## config.mk

```make
export PLATFORM = sky130hd
export DESIGN_NAME = one_wire_temp_sensor_master
export DESIGN_NICKNAME = d
export VERILOG_FILES = /design/src/design/owm_pkg.sv /design/src/design/one_wire_temp_sensor_master.sv /design/src/design/owm_core.sv
export SDC_FILE = /design/constraint.sdc
export NUM_CORES = 1
export LEC_CHECK = 0
export ABC_AREA = 1
export BUFFER_PORTS_ARGS = -buffer_cell sky130_fd_sc_hd__buf_2
export CORE_ASPECT_RATIO = 0.9
export CORE_MARGIN = 2
export CORE_UTILIZATION = 50
export CTS_CLUSTER_SIZE = 10
export DETAILED_ROUTE_END_ITERATION = 16
export PLACE_DENSITY = 0.64
export SLEW_MARGIN = 20
export SYNTH_ARGS = -nofsm -noshare
export SYNTH_HDL_FRONTEND = slang
export SYNTH_SLANG_ARGS = --single-unit
```

## constraint.sdc

```tcl
create_clock -name aclk -period 3.7 [get_ports aclk]
set_input_delay 0.925 -clock aclk [delete_from_list [all_inputs] [get_ports aclk]]
set_output_delay 0.925 -clock aclk [all_outputs]
set_load 0.02 [all_outputs]
```

## src/design/owm_pkg.sv

```systemverilog
// owm_pkg: shared types, phase and script codes, command scripts and
// register map for the one-wire master. No dependencies.
`timescale 1ns / 1ps

package owm_pkg;

    localparam int PHASE_W = 4;
    typedef logic [PHASE_W-1:0] phase_t;

    localparam phase_t PH_IDLE     = 4'd0;
    localparam phase_t PH_RST_LOW  = 4'd1;
    localparam phase_t PH_RST_POLL = 4'd2;
    localparam phase_t PH_RST_WAIT = 4'd3;
    localparam phase_t PH_SETTLE   = 4'd4;
    localparam phase_t PH_WR_LOW   = 4'd5;
    localparam phase_t PH_WR_DATA  = 4'd6;
    localparam phase_t PH_RD_LOW   = 4'd7;
    localparam phase_t PH_RD_WAIT  = 4'd8;
    localparam phase_t PH_RD_REC   = 4'd9;

    typedef logic [2:0] act_t;
    localparam act_t ACT_END     = 3'd0;
    localparam act_t ACT_RST     = 3'd1;
    localparam act_t ACT_SETTLE  = 3'd2;
    localparam act_t ACT_WR      = 3'd3;
    localparam act_t ACT_RD      = 3'd4;
    localparam act_t ACT_WR_DATA = 3'd5;

    typedef logic [2:0] cmd_t;
    localparam cmd_t CMD_RESET = 3'd0;
    localparam cmd_t CMD_WRITE = 3'd1;
    localparam cmd_t CMD_READ  = 3'd2;
    localparam cmd_t CMD_SKIP  = 3'd3;
    localparam cmd_t CMD_TEMP  = 3'd4;

    localparam logic [7:0] SKIP_ROM  = 8'hCC;
    localparam logic [7:0] CONVERT_T = 8'h44;
    localparam logic [7:0] READ_PAD  = 8'hBE;

    localparam logic [3:0] STEP_LOW_BYTE = 4'd8;

    typedef logic [2:0] cfg_addr_t;
    localparam cfg_addr_t CFG_RESET_LOW    = 3'd0;
    localparam cfg_addr_t CFG_POLL_US      = 3'd1;
    localparam cfg_addr_t CFG_POLLS        = 3'd2;
    localparam cfg_addr_t CFG_WRITE_LOW    = 3'd3;
    localparam cfg_addr_t CFG_WRITE_SLOT   = 3'd4;
    localparam cfg_addr_t CFG_READ_LOW     = 3'd5;
    localparam cfg_addr_t CFG_READ_SAMPLE  = 3'd6;
    localparam cfg_addr_t CFG_READ_RECOVER = 3'd7;

    typedef struct packed {
        logic [15:0] reset_low_us;
        logic [15:0] presence_poll_us;
        logic [3:0]  presence_polls;
        logic [7:0]  write_low_us;
        logic [7:0]  write_slot_us;
        logic [7:0]  read_low_us;
        logic [7:0]  read_sample_us;
        logic [7:0]  read_recover_us;
    } cfg_t;

    typedef struct packed {
        logic               line_level;
        logic [7:0]         data_byte;
        cmd_t               command;
        logic               start_req;
    } tick_t;

    typedef struct packed {
        logic signed [15:0] temperature_raw;
        logic [7:0]         read_value;
        logic               presence_fail;
        logic               done_res;
        logic               busy_res;
        logic               drive_low;
    } result_t;

    function automatic act_t script_act(input cmd_t cmd, input logic [3:0] step);
        act_t a;
        a = ACT_END;
        case (cmd)
            CMD_RESET: if (step == 4'd0) a = ACT_RST;
            CMD_WRITE: if (step == 4'd0) a = ACT_WR_DATA;
            CMD_READ:  if (step == 4'd0) a = ACT_RD;
            CMD_SKIP: begin
                case (step)
                    4'd0:    a = ACT_RST;
                    4'd1:    a = ACT_SETTLE;
                    4'd2:    a = ACT_WR;
                    4'd3:    a = ACT_WR_DATA;
                    default: a = ACT_END;
                endcase
            end
            CMD_TEMP: begin
                case (step)
                    4'd0, 4'd4:       a = ACT_RST;
                    4'd1, 4'd5:       a = ACT_SETTLE;
                    4'd2, 4'd3, 4'd6, 4'd7: a = ACT_WR;
                    4'd8, 4'd9:       a = ACT_RD;
                    default:          a = ACT_END;
                endcase
            end
            default: a = ACT_END;
        endcase
        return a;
    endfunction

    function automatic logic [7:0] script_byte(input cmd_t cmd, input logic [3:0] step);
        logic [7:0] b;
        b = 8'h00;
        if (cmd == CMD_SKIP && step == 4'd2) begin
            b = SKIP_ROM;
        end else if (cmd == CMD_TEMP) begin
            case (step)
                4'd2, 4'd6: b = SKIP_ROM;
                4'd3:       b = CONVERT_T;
                4'd7:       b = READ_PAD;
                default:    b = 8'h00;
            endcase
        end
        return b;
    endfunction

endpackage

```

## src/design/one_wire_temp_sensor_master.sv

```systemverilog
// one_wire_temp_sensor_master: one-wire bus master with temperature read script.
// Result word registered in the cycle after acceptance; 1 word per cycle while m_tready
// is high, set by the single sequencer step between handshake and result register.
// Result register frees for a new word in the cycle it is taken.
// Reset (aresetn low, synchronous) idles the sequencer, clears results and
// restores the register defaults. Depends on owm_pkg and owm_core.
`timescale 1ns / 1ps

module one_wire_temp_sensor_master #(
    parameter int TIMER_BITS = 16
) (
    input  logic        aclk,
    input  logic        aresetn,
    input  logic        s_tvalid,
    output logic        s_tready,
    // start_req[0], command[3:1], data_byte[11:4], line_level[12], zero[15:13]
    input  logic [15:0] s_tdata,
    output logic        m_tvalid,
    input  logic        m_tready,
    // drive_low[0], busy_res[1], done_res[2], presence_fail[3], read_value[11:4],
    // temperature_raw[27:12], zero[31:28]
    output logic [31:0] m_tdata,
    input  logic        cfg_wr_en,
    input  logic [2:0]  cfg_addr,
    input  logic [15:0] cfg_wdata
);

    owm_pkg::cfg_t    cfg_reg;
    owm_pkg::tick_t   tick;
    owm_pkg::result_t result;
    logic             accept;
    logic             m_tvalid_reg;
    logic [31:0]      m_tdata_reg;

    assign s_tready = !m_tvalid_reg || m_tready;
    assign accept   = s_tvalid && s_tready;
    assign tick     = s_tdata[12:0];
    assign m_tvalid = m_tvalid_reg;
    assign m_tdata  = m_tdata_reg;

    owm_core #(
        .TIMER_BITS(TIMER_BITS)
    ) u_core (
        .aclk   (aclk),
        .aresetn(aresetn),
        .step_en(accept),
        .tick   (tick),
        .cfg    (cfg_reg),
        .result (result)
    );

    always_ff @(posedge aclk) begin
        if (!aresetn) begin
            cfg_reg.reset_low_us     <= 16'd480;
            cfg_reg.presence_poll_us <= 16'd1000;
            cfg_reg.presence_polls   <= 4'd5;
            cfg_reg.write_low_us     <= 8'd15;
            cfg_reg.write_slot_us    <= 8'd60;
            cfg_reg.read_low_us      <= 8'd1;
            cfg_reg.read_sample_us   <= 8'd10;
            cfg_reg.read_recover_us  <= 8'd50;
        end else if (cfg_wr_en) begin
            unique case (cfg_addr)
                owm_pkg::CFG_RESET_LOW:    cfg_reg.reset_low_us     <= cfg_wdata;
                owm_pkg::CFG_POLL_US:      cfg_reg.presence_poll_us <= cfg_wdata;
                owm_pkg::CFG_POLLS:        cfg_reg.presence_polls   <= cfg_wdata[3:0];
                owm_pkg::CFG_WRITE_LOW:    cfg_reg.write_low_us     <= cfg_wdata[7:0];
                owm_pkg::CFG_WRITE_SLOT:   cfg_reg.write_slot_us    <= cfg_wdata[7:0];
                owm_pkg::CFG_READ_LOW:     cfg_reg.read_low_us      <= cfg_wdata[7:0];
                owm_pkg::CFG_READ_SAMPLE:  cfg_reg.read_sample_us   <= cfg_wdata[7:0];
                owm_pkg::CFG_READ_RECOVER: cfg_reg.read_recover_us  <= cfg_wdata[7:0];
                default:                   cfg_reg                  <= cfg_reg;
            endcase
        end
    end

    always_ff @(posedge aclk) begin
        if (!aresetn) begin
            m_tvalid_reg <= 1'b0;
        end else if (accept) begin
            m_tvalid_reg <= 1'b1;
        end else if (m_tready) begin
            m_tvalid_reg <= 1'b0;
        end
    end

    always_ff @(posedge aclk) begin
        if (accept) begin
            m_tdata_reg <= {4'b0000, result};
        end
    end

endmodule

```

## src/design/owm_core.sv

```systemverilog
// owm_core: one-wire bus sequencer; advances by one microsecond tick per enable.
// Holds the script state, slot timer and results. Depends on owm_pkg.
`timescale 1ns / 1ps

module owm_core #(
    parameter int TIMER_BITS = 16
) (
    input  logic             aclk,
    input  logic             aresetn,
    input  logic             step_en,
    input  owm_pkg::tick_t   tick,
    input  owm_pkg::cfg_t    cfg,
    output owm_pkg::result_t result
);

    localparam logic [31:0] TMAX = (32'd1 << TIMER_BITS) - 32'd1;

    function automatic logic [TIMER_BITS-1:0] sat_load(input logic [15:0] v);
        return (32'(v) > TMAX) ? TIMER_BITS'(TMAX) : TIMER_BITS'(v);
    endfunction

    owm_pkg::phase_t         phase_reg, phase_next;
    logic [TIMER_BITS-1:0]   timer_reg, timer_next;
    logic [2:0]              bit_index_reg, bit_index_next;
    logic [3:0]              poll_count_reg, poll_count_next;
    logic [3:0]              seq_step_reg, seq_step_next;
    logic [7:0]              shift_reg, shift_next;
    logic [7:0]              temp_low_reg, temp_low_next;
    logic                    fail_reg, fail_next;
    owm_pkg::cmd_t           cmd_reg, cmd_next;
    logic [7:0]              data_reg, data_next;
    logic [7:0]              read_reg, read_next;
    logic [15:0]             temp_reg, temp_next;

    always_comb begin
        logic        slot_end;
        logic        do_begin;
        logic        done;
        logic        drive;
        owm_pkg::act_t act;

        phase_next      = phase_reg;
        timer_next      = timer_reg;
        bit_index_next  = bit_index_reg;
        poll_count_next = poll_count_reg;
        seq_step_next   = seq_step_reg;
        shift_next      = shift_reg;
        temp_low_next   = temp_low_reg;
        fail_next       = fail_reg;
        cmd_next        = cmd_reg;
        data_next       = data_reg;
        read_next       = read_reg;
        temp_next       = temp_reg;
        do_begin        = 1'b0;
        done            = 1'b0;
        drive           = 1'b0;

        slot_end = (timer_reg <= TIMER_BITS'(1));
        if (phase_reg != owm_pkg::PH_IDLE && phase_reg != owm_pkg::PH_RST_POLL) begin
            timer_next = slot_end ? '0 : timer_reg - TIMER_BITS'(1);
        end

        unique case (phase_reg)
            owm_pkg::PH_IDLE: begin
                if (tick.start_req && tick.command <= owm_pkg::CMD_TEMP) begin
                    cmd_next      = tick.command;
                    data_next     = tick.data_byte;
                    seq_step_next = 4'd0;
                    do_begin      = 1'b1;
                end
            end
            owm_pkg::PH_RST_LOW: begin
                drive = 1'b1;
                if (slot_end) phase_next = owm_pkg::PH_RST_POLL;
            end
            owm_pkg::PH_RST_POLL: begin
                if (!tick.line_level) begin
                    fail_next     = 1'b0;
                    seq_step_next = seq_step_reg + 4'd1;
                    do_begin      = 1'b1;
                end else begin
                    phase_next = owm_pkg::PH_RST_WAIT;
                    timer_next = sat_load(cfg.presence_poll_us);
                end
            end
            owm_pkg::PH_RST_WAIT: begin
                if (slot_end) begin
                    if (poll_count_reg >= cfg.presence_polls) begin
                        fail_next     = 1'b1;
                        seq_step_next = seq_step_reg + 4'd1;
                        do_begin      = 1'b1;
                    end else begin
                        poll_count_next = poll_count_reg + 4'd1;
                        phase_next      = owm_pkg::PH_RST_POLL;
                    end
                end
            end
            owm_pkg::PH_SETTLE: begin
                if (slot_end) begin
                    seq_step_next = seq_step_reg + 4'd1;
                    do_begin      = 1'b1;
                end
            end
            owm_pkg::PH_WR_LOW: begin
                drive = 1'b1;
                if (slot_end) begin
                    phase_next = owm_pkg::PH_WR_DATA;
                    timer_next = sat_load({8'h00, cfg.write_slot_us});
                end
            end
            owm_pkg::PH_WR_DATA: begin
                drive = ~shift_reg[0];
                if (slot_end) begin
                    shift_next = {1'b0, shift_reg[7:1]};
                    if (bit_index_reg == 3'd7) begin
                        seq_step_next = seq_step_reg + 4'd1;
                        do_begin      = 1'b1;
                    end else begin
                        bit_index_next = bit_index_reg + 3'd1;
                        phase_next     = owm_pkg::PH_WR_LOW;
                        timer_next     = sat_load({8'h00, cfg.write_low_us});
                    end
                end
            end
            owm_pkg::PH_RD_LOW: begin
                drive = 1'b1;
                if (slot_end) begin
                    phase_next = owm_pkg::PH_RD_WAIT;
                    timer_next = sat_load({8'h00, cfg.read_sample_us});
                end
            end
            owm_pkg::PH_RD_WAIT: begin
                if (slot_end) begin
                    shift_next = {tick.line_level, shift_reg[7:1]};
                    phase_next = owm_pkg::PH_RD_REC;
                    timer_next = sat_load({8'h00, cfg.read_recover_us});
                end
            end
            owm_pkg::PH_RD_REC: begin
                if (slot_end) begin
                    if (bit_index_reg == 3'd7) begin
                        if (cmd_reg == owm_pkg::CMD_TEMP
                            && seq_step_reg == owm_pkg::STEP_LOW_BYTE) begin
                            temp_low_next = shift_reg;
                        end
                        seq_step_next = seq_step_reg + 4'd1;
                        do_begin      = 1'b1;
                    end else begin
                        bit_index_next = bit_index_reg + 3'd1;
                        phase_next     = owm_pkg::PH_RD_LOW;
                        timer_next     = sat_load({8'h00, cfg.read_low_us});
                    end
                end
            end
            default: begin
                phase_next = owm_pkg::PH_IDLE;
            end
        endcase

        // start the next script action
        act = do_begin ? owm_pkg::script_act(cmd_next, seq_step_next) : owm_pkg::ACT_END;
        if (do_begin) begin
            unique case (act)
                owm_pkg::ACT_RST: begin
                    poll_count_next = 4'd0;
                    phase_next      = owm_pkg::PH_RST_LOW;
                    timer_next      = sat_load(cfg.reset_low_us);
                end
                owm_pkg::ACT_SETTLE: begin
                    phase_next = owm_pkg::PH_SETTLE;
                    timer_next = sat_load(cfg.presence_poll_us);
                end
                owm_pkg::ACT_WR, owm_pkg::ACT_WR_DATA: begin
                    shift_next     = (act == owm_pkg::ACT_WR)
                                   ? owm_pkg::script_byte(cmd_next, seq_step_next)
                                   : data_next;
                    bit_index_next = 3'd0;
                    phase_next     = owm_pkg::PH_WR_LOW;
                    timer_next     = sat_load({8'h00, cfg.write_low_us});
                end
                owm_pkg::ACT_RD: begin
                    shift_next     = 8'h00;
                    bit_index_next = 3'd0;
                    phase_next     = owm_pkg::PH_RD_LOW;
                    timer_next     = sat_load({8'h00, cfg.read_low_us});
                end
                default: begin
                    if (cmd_next == owm_pkg::CMD_READ) read_next = shift_next;
                    if (cmd_next == owm_pkg::CMD_TEMP) temp_next = {shift_next, temp_low_next};
                    phase_next    = owm_pkg::PH_IDLE;
                    timer_next    = '0;
                    seq_step_next = 4'd0;
                    done          = 1'b1;
                end
            endcase
        end

        result.drive_low       = drive;
        result.busy_res        = (phase_next != owm_pkg::PH_IDLE);
        result.done_res        = done;
        result.presence_fail   = fail_next;
        result.read_value      = read_next;
        result.temperature_raw = temp_next;
    end

    always_ff @(posedge aclk) begin
        if (!aresetn) begin
            phase_reg      <= owm_pkg::PH_IDLE;
            timer_reg      <= '0;
            bit_index_reg  <= 3'd0;
            poll_count_reg <= 4'd0;
            seq_step_reg   <= 4'd0;
            shift_reg      <= 8'h00;
            temp_low_reg   <= 8'h00;
            fail_reg       <= 1'b0;
            cmd_reg        <= owm_pkg::CMD_RESET;
            data_reg       <= 8'h00;
            read_reg       <= 8'h00;
            temp_reg       <= 16'h0000;
        end else if (step_en) begin
            phase_reg      <= phase_next;
            timer_reg      <= timer_next;
            bit_index_reg  <= bit_index_next;
            poll_count_reg <= poll_count_next;
            seq_step_reg   <= seq_step_next;
            shift_reg      <= shift_next;
            temp_low_reg   <= temp_low_next;
            fail_reg       <= fail_next;
            cmd_reg        <= cmd_next;
            data_reg       <= data_next;
            read_reg       <= read_next;
            temp_reg       <= temp_next;
        end
    end

endmodule

```

Word level (Yosys, flattened, before mapping)
Memory sizes are Yosys's and may differ from the RTL's. Index checks and enable logic that the tools add are counted.

Bits in latches: 0. Bits in writable memories: 0. Logic and storage cells: 187. Bits in read-only memories: 48. Bits of input ports: 40. Flip-flop bits (word level): 188. Memories: 1. Output and inout port bits: 34.

Memories: (no name shown) (words 16, width 3, read ports 1, clocked after memory_dff 0, write ports 0, RTL line owm_pkg.sv:96) `case (step)`.

Add/subtract/negate cells: 4. Multiply operators: 0. Reduce and logical (&&, ||, !) cells: 29. Order comparisons: 3. Eq/ne operators: 34. Divide/modulo/power cells: 0. Bitwise gates (word level): 1. Shifts and indexed selects: 0. Multiplexer cells: 92.

Operators with widths (number): $mux W16 (14); $mux W8 (15); $mux W4 (26); $pmux W16 S6 (1); $pmux W16 S4 (1); $pmux W4 S9 (1); $pmux W8 S2 (2); $mux W3 (10); $eq A3 B3 Y1 const B (9); $eq A4 B3 Y1 const B (6); $pmux W3 S4 (2); $pmux W8 S3 (1); $pmux W4 S5 (1); $eq A3 B2 Y1 const B (6); $eq A4 B2 Y1 const B (4); $le A16 B1 Y1 const B (1); $reduce_and A2 Y1 (8); $sub A16 B1 Y16 const B (1); $pmux W3 S5 (1); $mux W1 (14); $eq A4 B4 Y1 const B (3); $eq A3 B1 Y1 const B (3); $add A4 B1 Y4 const B (2); $eq A4 B1 Y1 const B (2); other kinds (17) (29).

Depth between registers and ports, before layout
Depth in word-level cells: 13. Depth in mapped cells: 27. Depth with buffers taken out: 26.

Cells and area by module
A second synthesis with hierarchy kept.

Cell total of the unflattened synthesis: 1570. Area total of the unflattened synthesis: 10438.8 µm².

Modules (own cells, without submodules): owm_core (times used 1, sequential area each 1661.6 µm², area an instance 6581.3 µm², cells each 1113); one_wire_temp_sensor_master (times used 1, sequential area each 2382.3 µm², area an instance 3857.4 µm², cells each 457).

Least setup slack after synthesis
OpenSTA, ideal clock, no wires.

Kind: input -> register. From: input port s_tdata[1]. To: register m_tdata_reg[14], in the netlist m_tdata[14] (data pin). Stages on the path: 16. Setup slack: 0.543 ns. Data required time: 3.446 ns. Buffers on the path: 2. Arrival: 2.903 ns. Path through: o21ai_1 -> nand3_4 -> nand2_1 -> o21ai_2 -> nand2_1 -> nor2_1 -> buf_2 -> nand3_1 -> nand3_2 -> nand2_1 -> nand2_2 -> nor3_4 -> nand2_4 -> buf_6 -> nand2_1 -> nand2_1.

RTL lines: start, declared (RTL line one_wire_temp_sensor_master.sv:17) `input logic [15:0] s_tdata,`; end signal, assigned (RTL line one_wire_temp_sensor_master.sv:89) `m_tdata_reg <= {4'b0000, result};`; end, declared (RTL line one_wire_temp_sensor_master.sv:33) `logic [31:0] m_tdata_reg;`.

==> metrics.txt <==
# TYPE chip_impl_metric gauge
chip_impl_metric{name="final_layout_size_suffix_gt1_share",unit="%"} 13.3
chip_impl_metric{name="antenna_violating_nets_post_route",unit=""} 0
chip_impl_metric{name="diodes",unit=""} 0
chip_impl_metric{name="max_freq",unit="MHz"} 303
chip_impl_metric{name="route.detailed.vias_per_inst",unit=""} 5.45
chip_impl_metric{name="netlist.area_leader.share",unit="%"} 31.9
chip_impl_metric{name="placementRows",unit=""} 49
chip_impl_info{name="synthTopCellsByArea",value="sky130_fd_sc_hd__dfxtp_1 (32%), sky130_fd_sc_hd__nand2_1 (12%), sky130_fd_sc_hd__edfxtp_1 (8.4%), sky130_fd_sc_hd__nor2_1 (8.0%), sky130_fd_sc_hd__inv_1 (6.2%)"} 1
chip_impl_metric{name="fin_crit",unit="ns"} 3.31
chip_impl_metric{name="whs_path_depth",unit=""} 2
chip_impl_metric{name="start_util",unit="%"} 50.6
chip_impl_metric{name="drv.max_cap_violation_count",unit=""} 0
chip_impl_metric{name="routed_wirelength",unit="um"} 28400
chip_impl_metric{name="finalClockSkew",unit="ns"} 0.0115
chip_impl_metric{name="synth_sequential_area_ratio",unit="%"} 40.2
chip_impl_metric{name="flow.area_growth_from_synthesis",unit="%"} 13.8
chip_impl_info{name="hold_path_class",value="reg -> reg"} 1
chip_impl_metric{name="critPathRequiredTime",unit="ns"} 3.87
chip_impl_metric{name="drt-pass1-iter-count",unit=""} 5
chip_impl_metric{name="synth-warning-count",unit=""} 0
chip_impl_metric{name="grt_pass1_wl",unit="um"} 46300
chip_impl_metric{name="clock_tree.htree_level_count",unit=""} 4
chip_impl_info{name="gr-max-usage-layer",value="met2"} 1
chip_impl_metric{name="synthDistinctLibCells",unit=""} 53
chip_impl_metric{name="die-area",unit="um2"} 21300
chip_impl_metric{name="pin_count_of_the_biggest_net_entering_global_routing",unit=""} 105
chip_impl_metric{name="fillCellCount",unit=""} 1977
chip_impl_metric{name="post-route-drc-count",unit=""} 0
chip_impl_metric{name="fin_crit_sh",unit="%"} 89.3
chip_impl_metric{name="synth_seq_cells",unit=""} 188
chip_impl_info{name="status",value="finished clean"} 1
chip_impl_metric{name="slew-limit-headroom",unit="%"} 44.8
chip_impl_metric{name="number_of_buffers_between_clock_root_and_the_deepest_sink",unit=""} 2
chip_impl_metric{name="dr_total_vias",unit=""} 9817
chip_impl_metric{name="worst_max_slew_pin_slew",unit="ns"} 0.828
chip_impl_metric{name="peakVddDrop",unit="uV"} 308
chip_impl_info{name="category_of_the_critical_setup_timing_path",value="reg -> reg"} 1
chip_impl_metric{name="io_buffer_count",unit=""} 66
chip_impl_info{name="worst_setup_path_end_kind",value="flop"} 1
chip_impl_metric{name="final.setup.worst_slack",unit="ns"} 0.395
chip_impl_metric{name="critical_path.max_fanout",unit=""} 10
chip_impl_metric{name="finalSetupTns",unit="ns"} 0
chip_impl_info{name="grt_setup_unrepaired",value="no"} 1
chip_impl_metric{name="syn_area",unit="um2"} 10000
chip_impl_metric{name="groute.layer.met3.usage",unit="%"} 5.42
chip_impl_metric{name="cts_made_buffers",unit=""} 17
chip_impl_info{name="startpoint_type",value="flop"} 1
chip_impl_metric{name="placeableCoreArea",unit="um2"} 19900
chip_impl_metric{name="syn_area_per_cell",unit="um2"} 6.86
chip_impl_metric{name="gp_routability_congestion",unit=""} 0.923
chip_impl_info{name="final_common_cell",value="sky130_fd_sc_hd__nand2_1"} 1
chip_impl_metric{name="grt_remaining_overflow",unit=""} 0
chip_impl_metric{name="floorplan.die.height",unit="um"} 138
chip_impl_info{name="cts_tree",value="done"} 1
chip_impl_metric{name="flip_flop_count_of_the_largest_register_all_copies_and_words_added",unit=""} 76
chip_impl_metric{name="post_cts.repair.setup_buffers",unit=""} 0
chip_impl_metric{name="clk_latency",unit="ns"} 0.45
chip_impl_info{name="cts_root_buf",value="sky130_fd_sc_hd__clkbuf_16"} 1
chip_impl_metric{name="power.density_cell_area",unit="nW/um2"} 481
chip_impl_metric{name="grt_pass1_vias",unit=""} 8930
chip_impl_metric{name="routedWlPerCell",unit="um"} 15.8
chip_impl_metric{name="cts.sink_count",unit=""} 188
chip_impl_metric{name="setup-violations-final",unit=""} 0
chip_impl_metric{name="top_level_ports",unit=""} 74
chip_impl_metric{name="nNetsFinal",unit=""} 1582
chip_impl_metric{name="r2r.worst_path.cells",unit=""} 20
chip_impl_metric{name="layout_cells_excl_fill",unit=""} 1800
chip_impl_metric{name="post-dp-hpwl",unit="um"} 20300
chip_impl_metric{name="leakagePower",unit="nW"} 5.51
chip_impl_metric{name="gr-usage-met2",unit="%"} 40.3
chip_impl_metric{name="timing.critical_path.arrival",unit="ns"} 3.48
chip_impl_metric{name="use_met1",unit="%"} 40.1
chip_impl_metric{name="finalHoldViolations",unit=""} 0
chip_impl_metric{name="grtUsageTotal",unit="%"} 26.9
chip_impl_info{name="post-synth-top-area-cell",value="sky130_fd_sc_hd__dfxtp_1"} 1
chip_impl_metric{name="antenna_found_initial",unit=""} 0
chip_impl_metric{name="floorplan.die.width",unit="um"} 153
chip_impl_info{name="mostFrequentLayoutCells",value="sky130_fd_sc_hd__nand2_1 (316), sky130_fd_sc_hd__nor2_1 (214), sky130_fd_sc_hd__inv_1 (164)"} 1
chip_impl_metric{name="preCtsSetupSlack",unit="ns"} 0.0923
chip_impl_metric{name="syn_inst",unit=""} 1464
chip_impl_metric{name="detailedRoute.firstIterationViolations",unit=""} 855
chip_impl_metric{name="place_inst",unit=""} 1768
chip_impl_metric{name="slew_viol_final",unit=""} 0
chip_impl_metric{name="clkTransAtPathRegs",unit="ns"} 0.07
-- synth_stat cells (all sizes together) --
master and n:
xor2 7, or2 1, nor4 3, clkinv 5, o2111ai 3, mux2i 6, clkbuf 42, nor3 16
a22oi 6, nand4 22, nand2 342, dfxtp 160, conb 1, nand3b 9, o21a 9, o22ai 7
nor2 224, xnor2 4, o221a 1, a211oi 3, o2111a 1, o21ai 101, a41oi 4, buf 21
a32oi 1, a221oi 4, a31oi 16, o31ai 1, edfxtp 28, a21oi 77, a2111oi 1, inv 178
a31o 4, o211ai 26, nand3 118, ha 10, a22o 2
-- timing repair --
| action | in CTS | in global routing |
|---|---|---|
| endpoints found under the setup margin | 0 | 18 |
| hold buffers | 0 | 0 |
| resized for setup | 0 | 6 |
-- layer usage --
layer / vias to the layer above / routed length, um
li1: 4944 / -
met1: 4490 / 13900
met2: 352 / 12000
met3: 31 / 2110
met4: 0 / 428
met5: - / 0
-- power by group --
group          leakage [nW]  internal [W]  switching (W)  total, W
Combinational          3.63      0.000461       0.000893   0.00135
Sequential             1.59       0.00221      0.0000866   0.00230
Clock                 0.289      0.000961       0.000892   0.00185
Total                  5.51       0.00364        0.00187   0.00551
-- kinds of logic after synthesis --
family                   count (synthesis)  synth area share [%]
AND/OR/NAND/NOR                        735                  31.6
multiplexers                             6                 0.598
flip-flops                             188                  40.2
other                                    1                0.0373
XOR/XNOR                                11                 0.959
AO/OA/AOI/OAI                          267                  15.7
adder cells (fa/ha/maj)                 10                  1.25
buffers and inverters                  246                  9.56
-- final cells by class --
cell class	instances	area, um2	share of cell area [%]
inverters	183	689	6.03
well taps	255	319	2.79
flip-flops and latches	188	4040	35.3
clock inverters	14	153	1.33
repair buffers	109	719	6.29
clock buffers	18	429	3.75
multi-input cells	1033	5090	44.5
-- stage by stage --
step | hold WS, ns | util (%) | area, um2 | power (W)
2_1_floorplan | 0.424 | - | 10100 | 0.00324
3_3_place_gp | 0.444 | 54.5 | 10800 | 0.00364
3_5_place_dp | 0.453 | 54.5 | 10800 | 0.00365
4_1_cts | 0.464 | 57.4 | 11400 | 0.00549
5_1_grt | 0.480 | 57.6 | 11400 | 0.00577
6_report | 0.465 | 57.6 | 11400 | 0.00551
-- critical path, stage by stage, from the launching register on --
cell and delay [ns]:
sky130_fd_sc_hd__dfxtp_1 0.34, sky130_fd_sc_hd__inv_1 0.10, sky130_fd_sc_hd__ha_1 0.21, sky130_fd_sc_hd__nor2_1 0.06
sky130_fd_sc_hd__nor2_1 0.14, sky130_fd_sc_hd__nand3_1 0.25, sky130_fd_sc_hd__nor2_2 0.24, sky130_fd_sc_hd__nand2_4 0.09
sky130_fd_sc_hd__nand2_2 0.08, sky130_fd_sc_hd__nand2_1 0.08, sky130_fd_sc_hd__nand2_2 0.16, sky130_fd_sc_hd__nor2_2 0.07
sky130_fd_sc_hd__nand3_1 0.09, sky130_fd_sc_hd__nand3_2 0.11, sky130_fd_sc_hd__nand2_1 0.11, sky130_fd_sc_hd__buf_4 0.20
sky130_fd_sc_hd__nand2_4 0.13, sky130_fd_sc_hd__inv_2 0.12, sky130_fd_sc_hd__nand2_1 0.11, sky130_fd_sc_hd__nor4_2 0.22
sky130_fd_sc_hd__nand2_1 0.09
-- final timing paths --
check	endpoint	slack, ns	from
min reg2reg	cfg_reg[41]$_SDFFE_PN0P_	0.46	cfg_reg[41]$_SDFFE_PN0P_
max	m_tdata[1]$_DFFE_PP_	0.39	u_core.timer_reg[0]$_SDFFE_PN0P_
max reg2reg	m_tdata[1]$_DFFE_PP_	0.39	u_core.timer_reg[0]$_SDFFE_PN0P_
min	cfg_reg[41]$_SDFFE_PN0P_	0.46	cfg_reg[41]$_SDFFE_PN0P_
(Power assumes the default switching activity.)
